### src/hw/rtl/lpcdc_pkg.sv
// lpcdc_pkg: shared constants for the lpc durbin / cepstrum block
// no dependencies
`timescale 1ns / 1ps

package lpcdc_pkg;

  localparam int MaxOrderDef  = 16;
  localparam int MaxCepDef    = 16;
  localparam int DataWidthDef = 32;
  localparam int FracBits     = 23;

  localparam int RegW    = 5;
  localparam int CfgIdxW = 2;
  localparam int IdxW    = 5;

  localparam logic [CfgIdxW-1:0] CfgLpcOrder = 2'd0;
  localparam logic [CfgIdxW-1:0] CfgCepCount = 2'd1;

  localparam logic [RegW-1:0] OrderReset = 5'd12;
  localparam logic [RegW-1:0] CepReset   = 5'd12;

  // counter width that holds max(order, cep count) + 1
  function automatic int cnt_w(input int mo, input int mc);
    int m;
    m = (mo > mc) ? mo : mc;
    return $clog2(m + 2);
  endfunction

endpackage

### src/hw/rtl/lpcdc_queue.sv
// lpcdc_queue: two-entry queue between the front and the compute engine
// depends on lpcdc_pkg
`timescale 1ns / 1ps

module lpcdc_queue import lpcdc_pkg::*; #(
  parameter int EW = DataWidthDef + 1 + 3 * cnt_w(MaxOrderDef, MaxCepDef)
) (
  input  logic          clk_i,
  input  logic          rst_ni,
  input  logic          wr_valid_i,
  input  logic [EW-1:0] wr_data_i,
  output logic          wr_ready_o,
  output logic          rd_valid_o,
  output logic [EW-1:0] rd_data_o,
  input  logic          rd_ready_i
);

  logic [EW-1:0] mem_q [2];
  logic          wp_q, rp_q;
  logic [1:0]    cnt_q;
  logic          push, pop;

  assign wr_ready_o = (cnt_q != 2'd2);
  assign rd_valid_o = (cnt_q != 2'd0);
  assign rd_data_o  = mem_q[rp_q];
  assign push       = wr_valid_i && wr_ready_o;
  assign pop        = rd_valid_o && rd_ready_i;

  always_ff @(posedge clk_i) begin
    if (push) mem_q[wp_q] <= wr_data_i;
  end

  always_ff @(posedge clk_i or negedge rst_ni) begin
    if (!rst_ni) begin
      wp_q  <= 1'b0;
      rp_q  <= 1'b0;
      cnt_q <= 2'd0;
    end else begin
      if (push) wp_q <= ~wp_q;
      if (pop) rp_q <= ~rp_q;
      if (push && !pop) cnt_q <= cnt_q + 2'd1;
      else if (pop && !push) cnt_q <= cnt_q - 2'd1;
    end
  end

endmodule

### config.mk
export PLATFORM = sky130hd
export DESIGN_NAME = lpcdc_queue
export DESIGN_NICKNAME = d
export VERILOG_FILES = /design/src/hw/rtl/lpcdc_pkg.sv /design/src/hw/rtl/lpcdc_queue.sv
export SDC_FILE = /design/constraint.sdc
export NUM_CORES = 1
export LEC_CHECK = 0
export BUFFER_PORTS_ARGS = -buffer_cell sky130_fd_sc_hd__buf_2
export CORE_ASPECT_RATIO = 0.7
export CORE_MARGIN = 2
export CORE_UTILIZATION = 34
export DETAILED_ROUTE_END_ITERATION = 10
export PLACE_DENSITY = 0.59
export RECOVER_POWER = 100
export SLEW_MARGIN = 20
export SYNTH_ARGS = -nofsm -noshare
export SYNTH_HDL_FRONTEND = slang
export SYNTH_SLANG_ARGS = --single-unit
export TNS_END_PERCENT = 10
### constraint.sdc
create_clock -name clk_i -period 4.5 [get_ports clk_i]
set_clock_uncertainty 0.05 [all_clocks]
set_input_delay 0.225 -clock clk_i [delete_from_list [all_inputs] [get_ports clk_i]]
set_output_delay 0.225 -clock clk_i [all_outputs]
set_load 0.02 [all_outputs]
==> impl_results.md <==
- Status: finished, final reports clean
- Die area: ~12000 sq um
- Critical path cell sequence: nand2b_1 -> nand2_1 -> nor2_4 -> clkbuf_1
- Share of the synthesized area in the top cell type: 0.778
- Hold Crit Class: in2reg
- Metal2 WL: between 2 and 3 mm
- Cts bufs inserted: 9
- Register-to-Register Path Depth: 4
- Worst-Skew Late Latency: around 0.33 ns
- All-layer global routing usage: 0.108
- IO Count: roughly 100
- RSZ-0062 raised after global routing: false
- FF-to-FF Start: cnt_q[0]$_DFFE_PN0P_
- Initial Util: 0.354
- CTS tree: built
- Largest net degree at the start of global routing: between 40 and 50
- Hold path startpoint: wr_data_i[39]
- Post-synthesis sequential area ratio: 0.805
- Core area: around 10000 sq um
- Ant. Diodes: 0
- Number of remaining DRC errors: 0
- Power density cells: 670 nW/um^2
- # setup viols final: 0
- Worst slew pin tran: about 1.2 ns
- Largest cells by area after synthesis: edfxtp_1, mux2_2, mux2_4, dfrtp_1, xnor2_1
- Final Cycle Share: 0.611
- Share of layout cells above drive strength 1: 0.298
- Syn Area/Cell: about 22 sq um
- Synth top cells by count: edfxtp_1, mux2_2, mux2_4
- Footprint of the multi-input gates: around 640 sq um
- Critical Path RT: around 4.4 ns
- Crit-path slowest cell: clkbuf_1
- Clock period minus worst slack: approximately 2.8 ns
- Fillers: 969
- Worst IR Drop VDD: 353 uV
- Syn nets: 220
- Cell variety after synth: 16
- Port bufs: 101
- Yosys warns: 0
- ANT nets after route: 0
- Post-synth EDFFs: 96
- Setup TNS: 0 ns
- Max Used Layer: met4
- Die Y: around 91 microns
- Setup crit end kind: flop
- Critical path peak fanout: 29
- Routability Congestion: ~0.7
- CTS max path bufs: 2
- Post_cts resized: 0
- Crit Path Category: reg2reg
- Area added between synthesis and finish: 21.9%
- First-pass GRT wire length: approximately 9.3 mm
- Total gr overflow: 0
- FMAX: 364 MHz
- Post-synth top area cell: edfxtp_1
- Routed via count: roughly 1900
- FF/Latch Area: about 3000 sq um
- Syn Std Cell Area: approximately 3700 sq um
- Met1 wire length: 2.99 mm
- Vias in the first global route: about 1900
- Maxcap violations: 0
- Post-DR wirelength/cell: 15.2 microns
- Final WL: 6.30 mm
- Die Wd: approximately 130 microns
- Top_reg_cell synth: edfxtp_1
- H-tree depth: 3
- Worst path max stage delay: 0.92 ns
- CTS clk-pin slew, worst paths: ~0.060 ns
- Hold path depth: 1
- Yosys reg bits: 100
- Crit path launch type: flop
- DP Wirelength: about 4.2 mm
- Hold Vio Cnt, Final: 0
- Ys async rst share: 0.0400
- Count leader, synth: edfxtp_1
- Leakage power figure: around 1.5 nW
- Worst R2R End: mem_q[0][43]$_DFFE_PP_
- # clock sinks: 100
- Drt first pass iters: 4
- Pins Over Slew Limit: 0
- Routed length on met3: about 500 microns
- FF-to-FF setup slack: 1.75 ns
- Initial antenna violation count: 0
- Hold EP: mem_q[0][39]$_DFFE_PP_
- Post-Syn Instances: around 170
- Clock root buffer: clkbuf_16
- Final Core Density: 0.431
- Row cnt: 31
- Setup Fix Bufs, Post-CTS: 0
- Post-layout nets: 331
- Initial DRC Count: between 80 and 90
- Headroom to the max-slew limit: 0.231
- WP data arrival: 2.65 ns
- Vias/cell: 4.49
-- flip-flops by register name, summed over array words and instances, names as in the netlist --
register  flops
mem_q        96
cnt_q         2
rp_q          1
wp_q          1
-- per-layer routing --
metal,GRT usage,up-vias
li1,-,868
met1,0.143,911
met2,0.153,69
met3,0.0554,9
met4,0.0408,0
met5,0,-
-- worst max-delay path by stage --
| stage | slack [ns] | endpoint | cells past startpoint | start |
|---|---|---|---|---|
| final | 1.75 | mem_q[0][43]$_DFFE_PP_ | 4 | cnt_q[0]$_DFFE_PN0P_ |
| after global routing | 1.43 | mem_q[0][34]$_DFFE_PP_ | 4 | cnt_q[0]$_DFFE_PN0P_ |
| after CTS | 2.07 | rd_data_o[35] | 3 | rp_q$_DFFE_PN0P_ |
| after detailed placement | 2.25 | mem_q[0][41]$_DFFE_PP_ | 4 | cnt_q[0]$_DFFE_PN0P_ |
| after global placement | 2.31 | mem_q[0][45]$_DFFE_PP_ | 4 | cnt_q[0]$_DFFE_PN0P_ |
| after floorplan | 1.18 | mem_q[0][0]$_DFFE_PP_ | 3 | cnt_q[0]$_DFFE_PN0P_ |
-- cell usage in the layout, fill, tap and decap left out, types with 2 or more instances in the layout --
cell type   n
mux2_2     37
nand2_1     2
buf_2      31
xor2_1      2
clkinv_1    3
clkbuf_1   73
xnor2_1     3
edfxtp_1   96
mux2_1     10
buf_4       2
clkbuf_16   9
dfrtp_1     4
-- metrics by stage --
step / hold WS (ns) / setup slack [ns] / instances / area [sq um] / total power, mW
floorplan: -0.121 / 1.18 / 167 / 3700 / 2.13
global placement: -0.0131 / 2.31 / 398 / 4360 / 2.42
detailed placement: -0.0128 / 2.25 / 398 / 4360 / 2.43
CTS: 0.0138 / 2.07 / 414 / 4640 / 3.16
global route: 0.0102 / 1.43 / 414 / 4520 / 3.18
finish: 0.0277 / 1.75 / 414 / 4520 / 3.02
-- power breakdown --
part	leakage (nW)	switching (mW)	internal [mW]	total, mW
Combinational	0.465	0.601	0.344	0.945
Clock	0.132	0.290	0.422	0.712
Sequential	0.938	0.0903	1.28	1.37
-- layout make-up --
type	count	area share
Clock buffer	11	0.0515
Tap cell	132	0.0366
Sequential cell	100	0.661
Multi-Input combinational cell	61	0.142
Timing Repair Buffer	105	0.0989
Inverter	1	0.000831
Clock inverter	4	0.00914
-- logic make-up (layout without fill, tap and decap cells) --
family | count (synthesis) | in the layout | share of synthesized area
simple gates | 7 | 7 | 0.00913
buf+inv | 6 | 121 | 0.0142
flops | 100 | 100 | 0.805
xor+xnor | 5 | 5 | 0.0118
mux | 48 | 48 | 0.156
fa+ha+maj | 1 | 1 | 0.00338
-- critical path, delay by kind of cell, from the launching register on --
kind	cells	cell delay (ns)
flops	1	0.39
buf+inv	1	0.92
simple gates	3	0.97
-- what timing repair did --
action | CTS | global route
setup endpoints to repair | 0 | 0
hold buffers | 1 | 0
endpoints found under the hold margin | 4 | 0
Power figures use the tool's default switching activity.
