### config.mk
export PLATFORM = sky130hd
export DESIGN_NAME = lpcdc_front
export DESIGN_NICKNAME = d
export VERILOG_FILES = /design/src/hw/rtl/lpcdc_pkg.sv /design/src/hw/rtl/lpcdc_front.sv
export SDC_FILE = /design/constraint.sdc
export NUM_CORES = 1
export LEC_CHECK = 0
export BUFFER_PORTS_ARGS = -buffer_cell sky130_fd_sc_hd__buf_2
export CORE_UTILIZATION = 41
export CTS_CLUSTER_SIZE = 40
export DETAILED_ROUTE_END_ITERATION = 16
export PLACE_DENSITY = 0.85
export SETUP_SLACK_MARGIN = 0.5
export SLEW_MARGIN = 20
export SYNTH_ARGS = -nofsm -noshare
export SYNTH_HDL_FRONTEND = slang
export SYNTH_SLANG_ARGS = --single-unit
### constraint.sdc
create_clock -name clk_i -period 4.4 [get_ports clk_i]
set_input_delay 0.66 -clock clk_i [delete_from_list [all_inputs] [get_ports clk_i]]
set_output_delay 0.66 -clock clk_i [all_outputs]
set_load 0.05 [all_outputs]
### src/hw/rtl/lpcdc_pkg.sv
// lpcdc_pkg: shared constants for the lpc durbin / cepstrum block
// no dependencies
`timescale 1ns / 1ps

package lpcdc_pkg;

  localparam int MaxOrderDef  = 16;
  localparam int MaxCepDef    = 16;
  localparam int DataWidthDef = 32;
  localparam int FracBits     = 23;

  localparam int RegW    = 5;
  localparam int CfgIdxW = 2;
  localparam int IdxW    = 5;

  localparam logic [CfgIdxW-1:0] CfgLpcOrder = 2'd0;
  localparam logic [CfgIdxW-1:0] CfgCepCount = 2'd1;

  localparam logic [RegW-1:0] OrderReset = 5'd12;
  localparam logic [RegW-1:0] CepReset   = 5'd12;

  // counter width that holds max(order, cep count) + 1
  function automatic int cnt_w(input int mo, input int mc);
    int m;
    m = (mo > mc) ? mo : mc;
    return $clog2(m + 2);
  endfunction

endpackage

### src/hw/rtl/lpcdc_front.sv
// lpcdc_front: configuration registers and frame classification of lag words
// depends on lpcdc_pkg
`timescale 1ns / 1ps

module lpcdc_front import lpcdc_pkg::*; #(
  parameter int MAX_ORDER  = MaxOrderDef,
  parameter int MAX_CEP    = MaxCepDef,
  parameter int DATA_WIDTH = DataWidthDef,
  parameter int CW         = cnt_w(MaxOrderDef, MaxCepDef),
  parameter int EW         = DataWidthDef + 1 + 3 * cnt_w(MaxOrderDef, MaxCepDef)
) (
  input  logic                  clk_i,
  input  logic                  rst_ni,
  input  logic [DATA_WIDTH-1:0] lag_value_i,
  input  logic                  lag_valid_i,
  output logic                  lag_ready_o,
  input  logic                  cfg_valid_i,
  output logic                  cfg_ready_o,
  input  logic [CfgIdxW-1:0]    cfg_index_i,
  input  logic [RegW-1:0]       cfg_data_i,
  output logic                  push_valid_o,
  output logic [EW-1:0]         push_data_o,
  input  logic                  push_ready_i
);

  localparam int KW = (CW > RegW) ? CW : RegW;

  logic [RegW-1:0] order_q, cep_q;
  logic [CW-1:0]   cnt_q;
  logic [CW-1:0]   p_c, ncep_c;
  logic            last_c;

  function automatic logic [CW-1:0] clamp(input logic [RegW-1:0] v, input int hi);
    logic [KW-1:0] x;
    x = KW'(v);
    if (x == '0) return CW'(1);
    if (x > KW'(hi)) return CW'(hi);
    return CW'(x);
  endfunction

  assign p_c    = clamp(order_q, MAX_ORDER);
  assign ncep_c = clamp(cep_q, MAX_CEP);
  assign last_c = (cnt_q >= p_c);

  assign cfg_ready_o  = 1'b1;
  assign lag_ready_o  = push_ready_i;
  assign push_valid_o = lag_valid_i;
  assign push_data_o  = {lag_value_i, last_c, cnt_q, p_c, ncep_c};

  always_ff @(posedge clk_i or negedge rst_ni) begin
    if (!rst_ni) begin
      order_q <= OrderReset;
      cep_q   <= CepReset;
      cnt_q   <= '0;
    end else begin
      if (cfg_valid_i) begin
        if (cfg_index_i == CfgLpcOrder) order_q <= cfg_data_i;
        else if (cfg_index_i == CfgCepCount) cep_q <= cfg_data_i;
      end
      if (lag_valid_i && push_ready_i) begin
        if (last_c) cnt_q <= '0;
        else cnt_q <= cnt_q + 1'b1;
      end
    end
  end

endmodule

==> results.md <==
- Root buffer cell: clkbuf_4
- Unrepaired setup endpoints after global routing: no
- NumNets Final: 166
- Hold-fix buffers at CTS: 0
- Largest net degree at the start of global routing: 16
- Final hold violations: 0
- All-layer global routing usage: 0.158
- DR pass1 iterations: 4
- Post-Synth Simple-Gate Area: 0.145
- Required time of the critical path: 3.74 ns
- Layout cells sized above 1: 0.435
- Synthesized area per cell: 9.51 sq um
- Core Rows: 18
- Mapped cell area: 1140 sq um
- Final Setup Violations: 0
- Yosys reg bits: 15
- Fin crit period: 2.94 ns
- Sequential fraction of the synthesis area: 0.333
- WL met2: 1.07 mm
- Deepest clock path buffer count: 2
- Fin Clk Skew: 0.00386 ns
- Total gr overflow: 0
- I/O Buffers: 29
- Clk_lat worst skew: 0.28 ns
- Synth Area in Compound Gates: 0.0943
- Dpl ws: 1.77 ns
- Post-cts resize count: 0
- Sink Count: 15
- Met3 WL: 152 um
- Share of Yosys cell area claimed by the top area cell type: 0.241
- Worst-path fanout max: 5
- Post-Synth Adder-Cell Area: 0.0658
- Die Y: 54.8 um
- Tcrit/Tclk final: 0.667
- Synth-to-layout area growth: -6.03%
- TritonCTS clock tree: yes
- Total CTS buffers: 3
- Antenna violations before repair: 0
- Leakage: 0.000521 uW
- MaxCap Viol Count: 0
- Cell count after synthesis: 120
- M1 wire length: 720 um
- Wire per inst: 14.5 um
- Hpwl dp: 1.76 mm
- Slew Limit Fails: 0
- Synth Area in XOR/XNOR: 0
- Setup TNS Final: 0 ns
- DR iter-0 viols: 14
- Hold crit path type: input port to async pin
- CP arrival: 2.28 ns
- Vias in the first global route: 786
- Vias: 762
- F_max: 341 MHz
- Mux share of post-synthesis cell area: 0.0888
- Worst setup EP type: output pin
- Net Count, Synth: 170
- Crit path kind: register to output pin
- Power Density: 713 nW/um^2
- Synth area leaders: dfrtp_1 (24%), buf_4 (24%), dfstp_2 (9.2%)
- H-tree depth: 1
- IO Count: 95
- Status: finished, final reports clean
- Initial Util: 0.448
- ANT cells: 0
- First-pass GRT wire length: 3.33 mm
- Startpoint type of the worst setup path: register
- Yosys Warn Count: 0
- Top Layer Used: met4
- Core footprint: 2540 sq um
- Vias per cell: 5.26
- Die width: 54.8 um
- Cell taking the most area after synthesis: dfrtp_1
- Netlist cell types: 23
- Most common cell after layout, fill and taps aside: buf_2
- Final GP Congestion: 0.769
- Commonest non-fill, non-tap cells in the layout: buf_2 (29), dfrtp_1 (11), nand2_1 (10), mux2_2 (9), inv_1 (8)
- Register area: 380 sq um
- Drt total wl: 2.10 mm
- Area taken by multi-input logic gates: 453 sq um
- Post-DRT Antenna Nets: 0
- Fill cell count: 260
- Final worst slack: 1.46 ns
- Setup Buffers After CTS: 0
- DRC viols: 0
- Largest family of logic cells by synthesized area: buffers and inverters
- Clock-pin slew on the worst setup and hold paths: 0.09 ns
- Die area: 3000 sq um
- Peak supply drop: 0.332 mV
==> synth_stat cells, drive strengths merged <==
cell,number
a21oi,3
mux2,9
nand2b,1
buf,36
nand3,4
ha,6
conb,1
dfstp,4
nand2,10
inv,8
nand3b,1
dfrtp,11
nor2b,3
a2111oi,1
nor2,5
o41ai,1
nor4,1
o31ai,1
o21ai,5
clkbuf,2
nor3,6
nor3b,1
==> through the flow <==
stage	util	power, uW	instances	cell area (sq um)	hold slack [ns]
6_report	0.421	765	145	1070	0.261
3_5_place_dp	0.411	693	141	1050	0.516
5_1_grt	0.421	813	145	1070	0.282
2_1_floorplan	-	682	120	1140	0.364
3_3_place_gp	0.411	671	141	1050	0.495
4_1_cts	0.421	771	145	1070	0.268
==> power breakdown <==
group | internal [uW] | switching (uW)
Combinational | 139 | 316
Sequential | 183 | 48.4
Clock | 35.2 | 43.8
==> per-layer routing <==
| layer | global-route usage | up-vias |
|---|---|---|
| li1 | - | 353 |
| met1 | 0.154 | 332 |
| met2 | 0.269 | 44 |
| met3 | 0.0250 | 33 |
| met4 | 0.167 | 0 |
| met5 | 0 | - |
==> layout make-up <==
cell class | instances | share of cell area
Multi-Input combinational cell | 59 | 0.422
Sequential cell | 15 | 0.355
Timing Repair Buffer | 29 | 0.135
Tap cell | 30 | 0.0350
Inverter | 8 | 0.0280
Clock buffer | 4 | 0.0245
==> cell families after synthesis <==
logic type               Yosys count
buffers and inverters             46
AND/OR/NAND/NOR                   32
flip-flops                        15
AO/OA/AOI/OAI                     11
multiplexers                       9
adder cells (fa/ha/maj)            6
other                              1
==> state kept, by name, summed over array words and instances (netlist names) <==
register  cells
cep_q         5
order_q       5
cnt_q         5
==> worst paths after layout <==
| check | startpoint | end | slack, ns | cells after the start |
|---|---|---|---|---|
| worst min register to register | order_q[0]$_DFFE_PN0P_ | order_q[0]$_DFFE_PN0P_ | 0.54 | 1 |
| worst min-delay path | rst_ni | cnt_q[1]$_DFFE_PN0P_ | 0.26 | 1 |
| max in group asynchronous | rst_ni | cep_q[3]$_DFFE_PN1P_ | 3.84 | 1 |
| worst max-delay path | order_q[3]$_DFFE_PN1P_ | push_data_o[15] | 1.46 | 8 |
| worst max register to register | order_q[1]$_DFFE_PN0P_ | cnt_q[3]$_DFFE_PN0P_ | 2.36 | 8 |
| min in group clk_i | order_q[0]$_DFFE_PN0P_ | order_q[0]$_DFFE_PN0P_ | 0.54 | 1 |
==> critical path: stages, from the launching register on <==
cell       delay (ns)
dfstp_2          0.55
nor3_1           0.05
nor2_1           0.08
nor2_1           0.06
ha_1             0.27
nand2b_4         0.12
a2111oi_4        0.08
o41ai_4          0.44
buf_2            0.34
(Power assumes the default switching activity.)
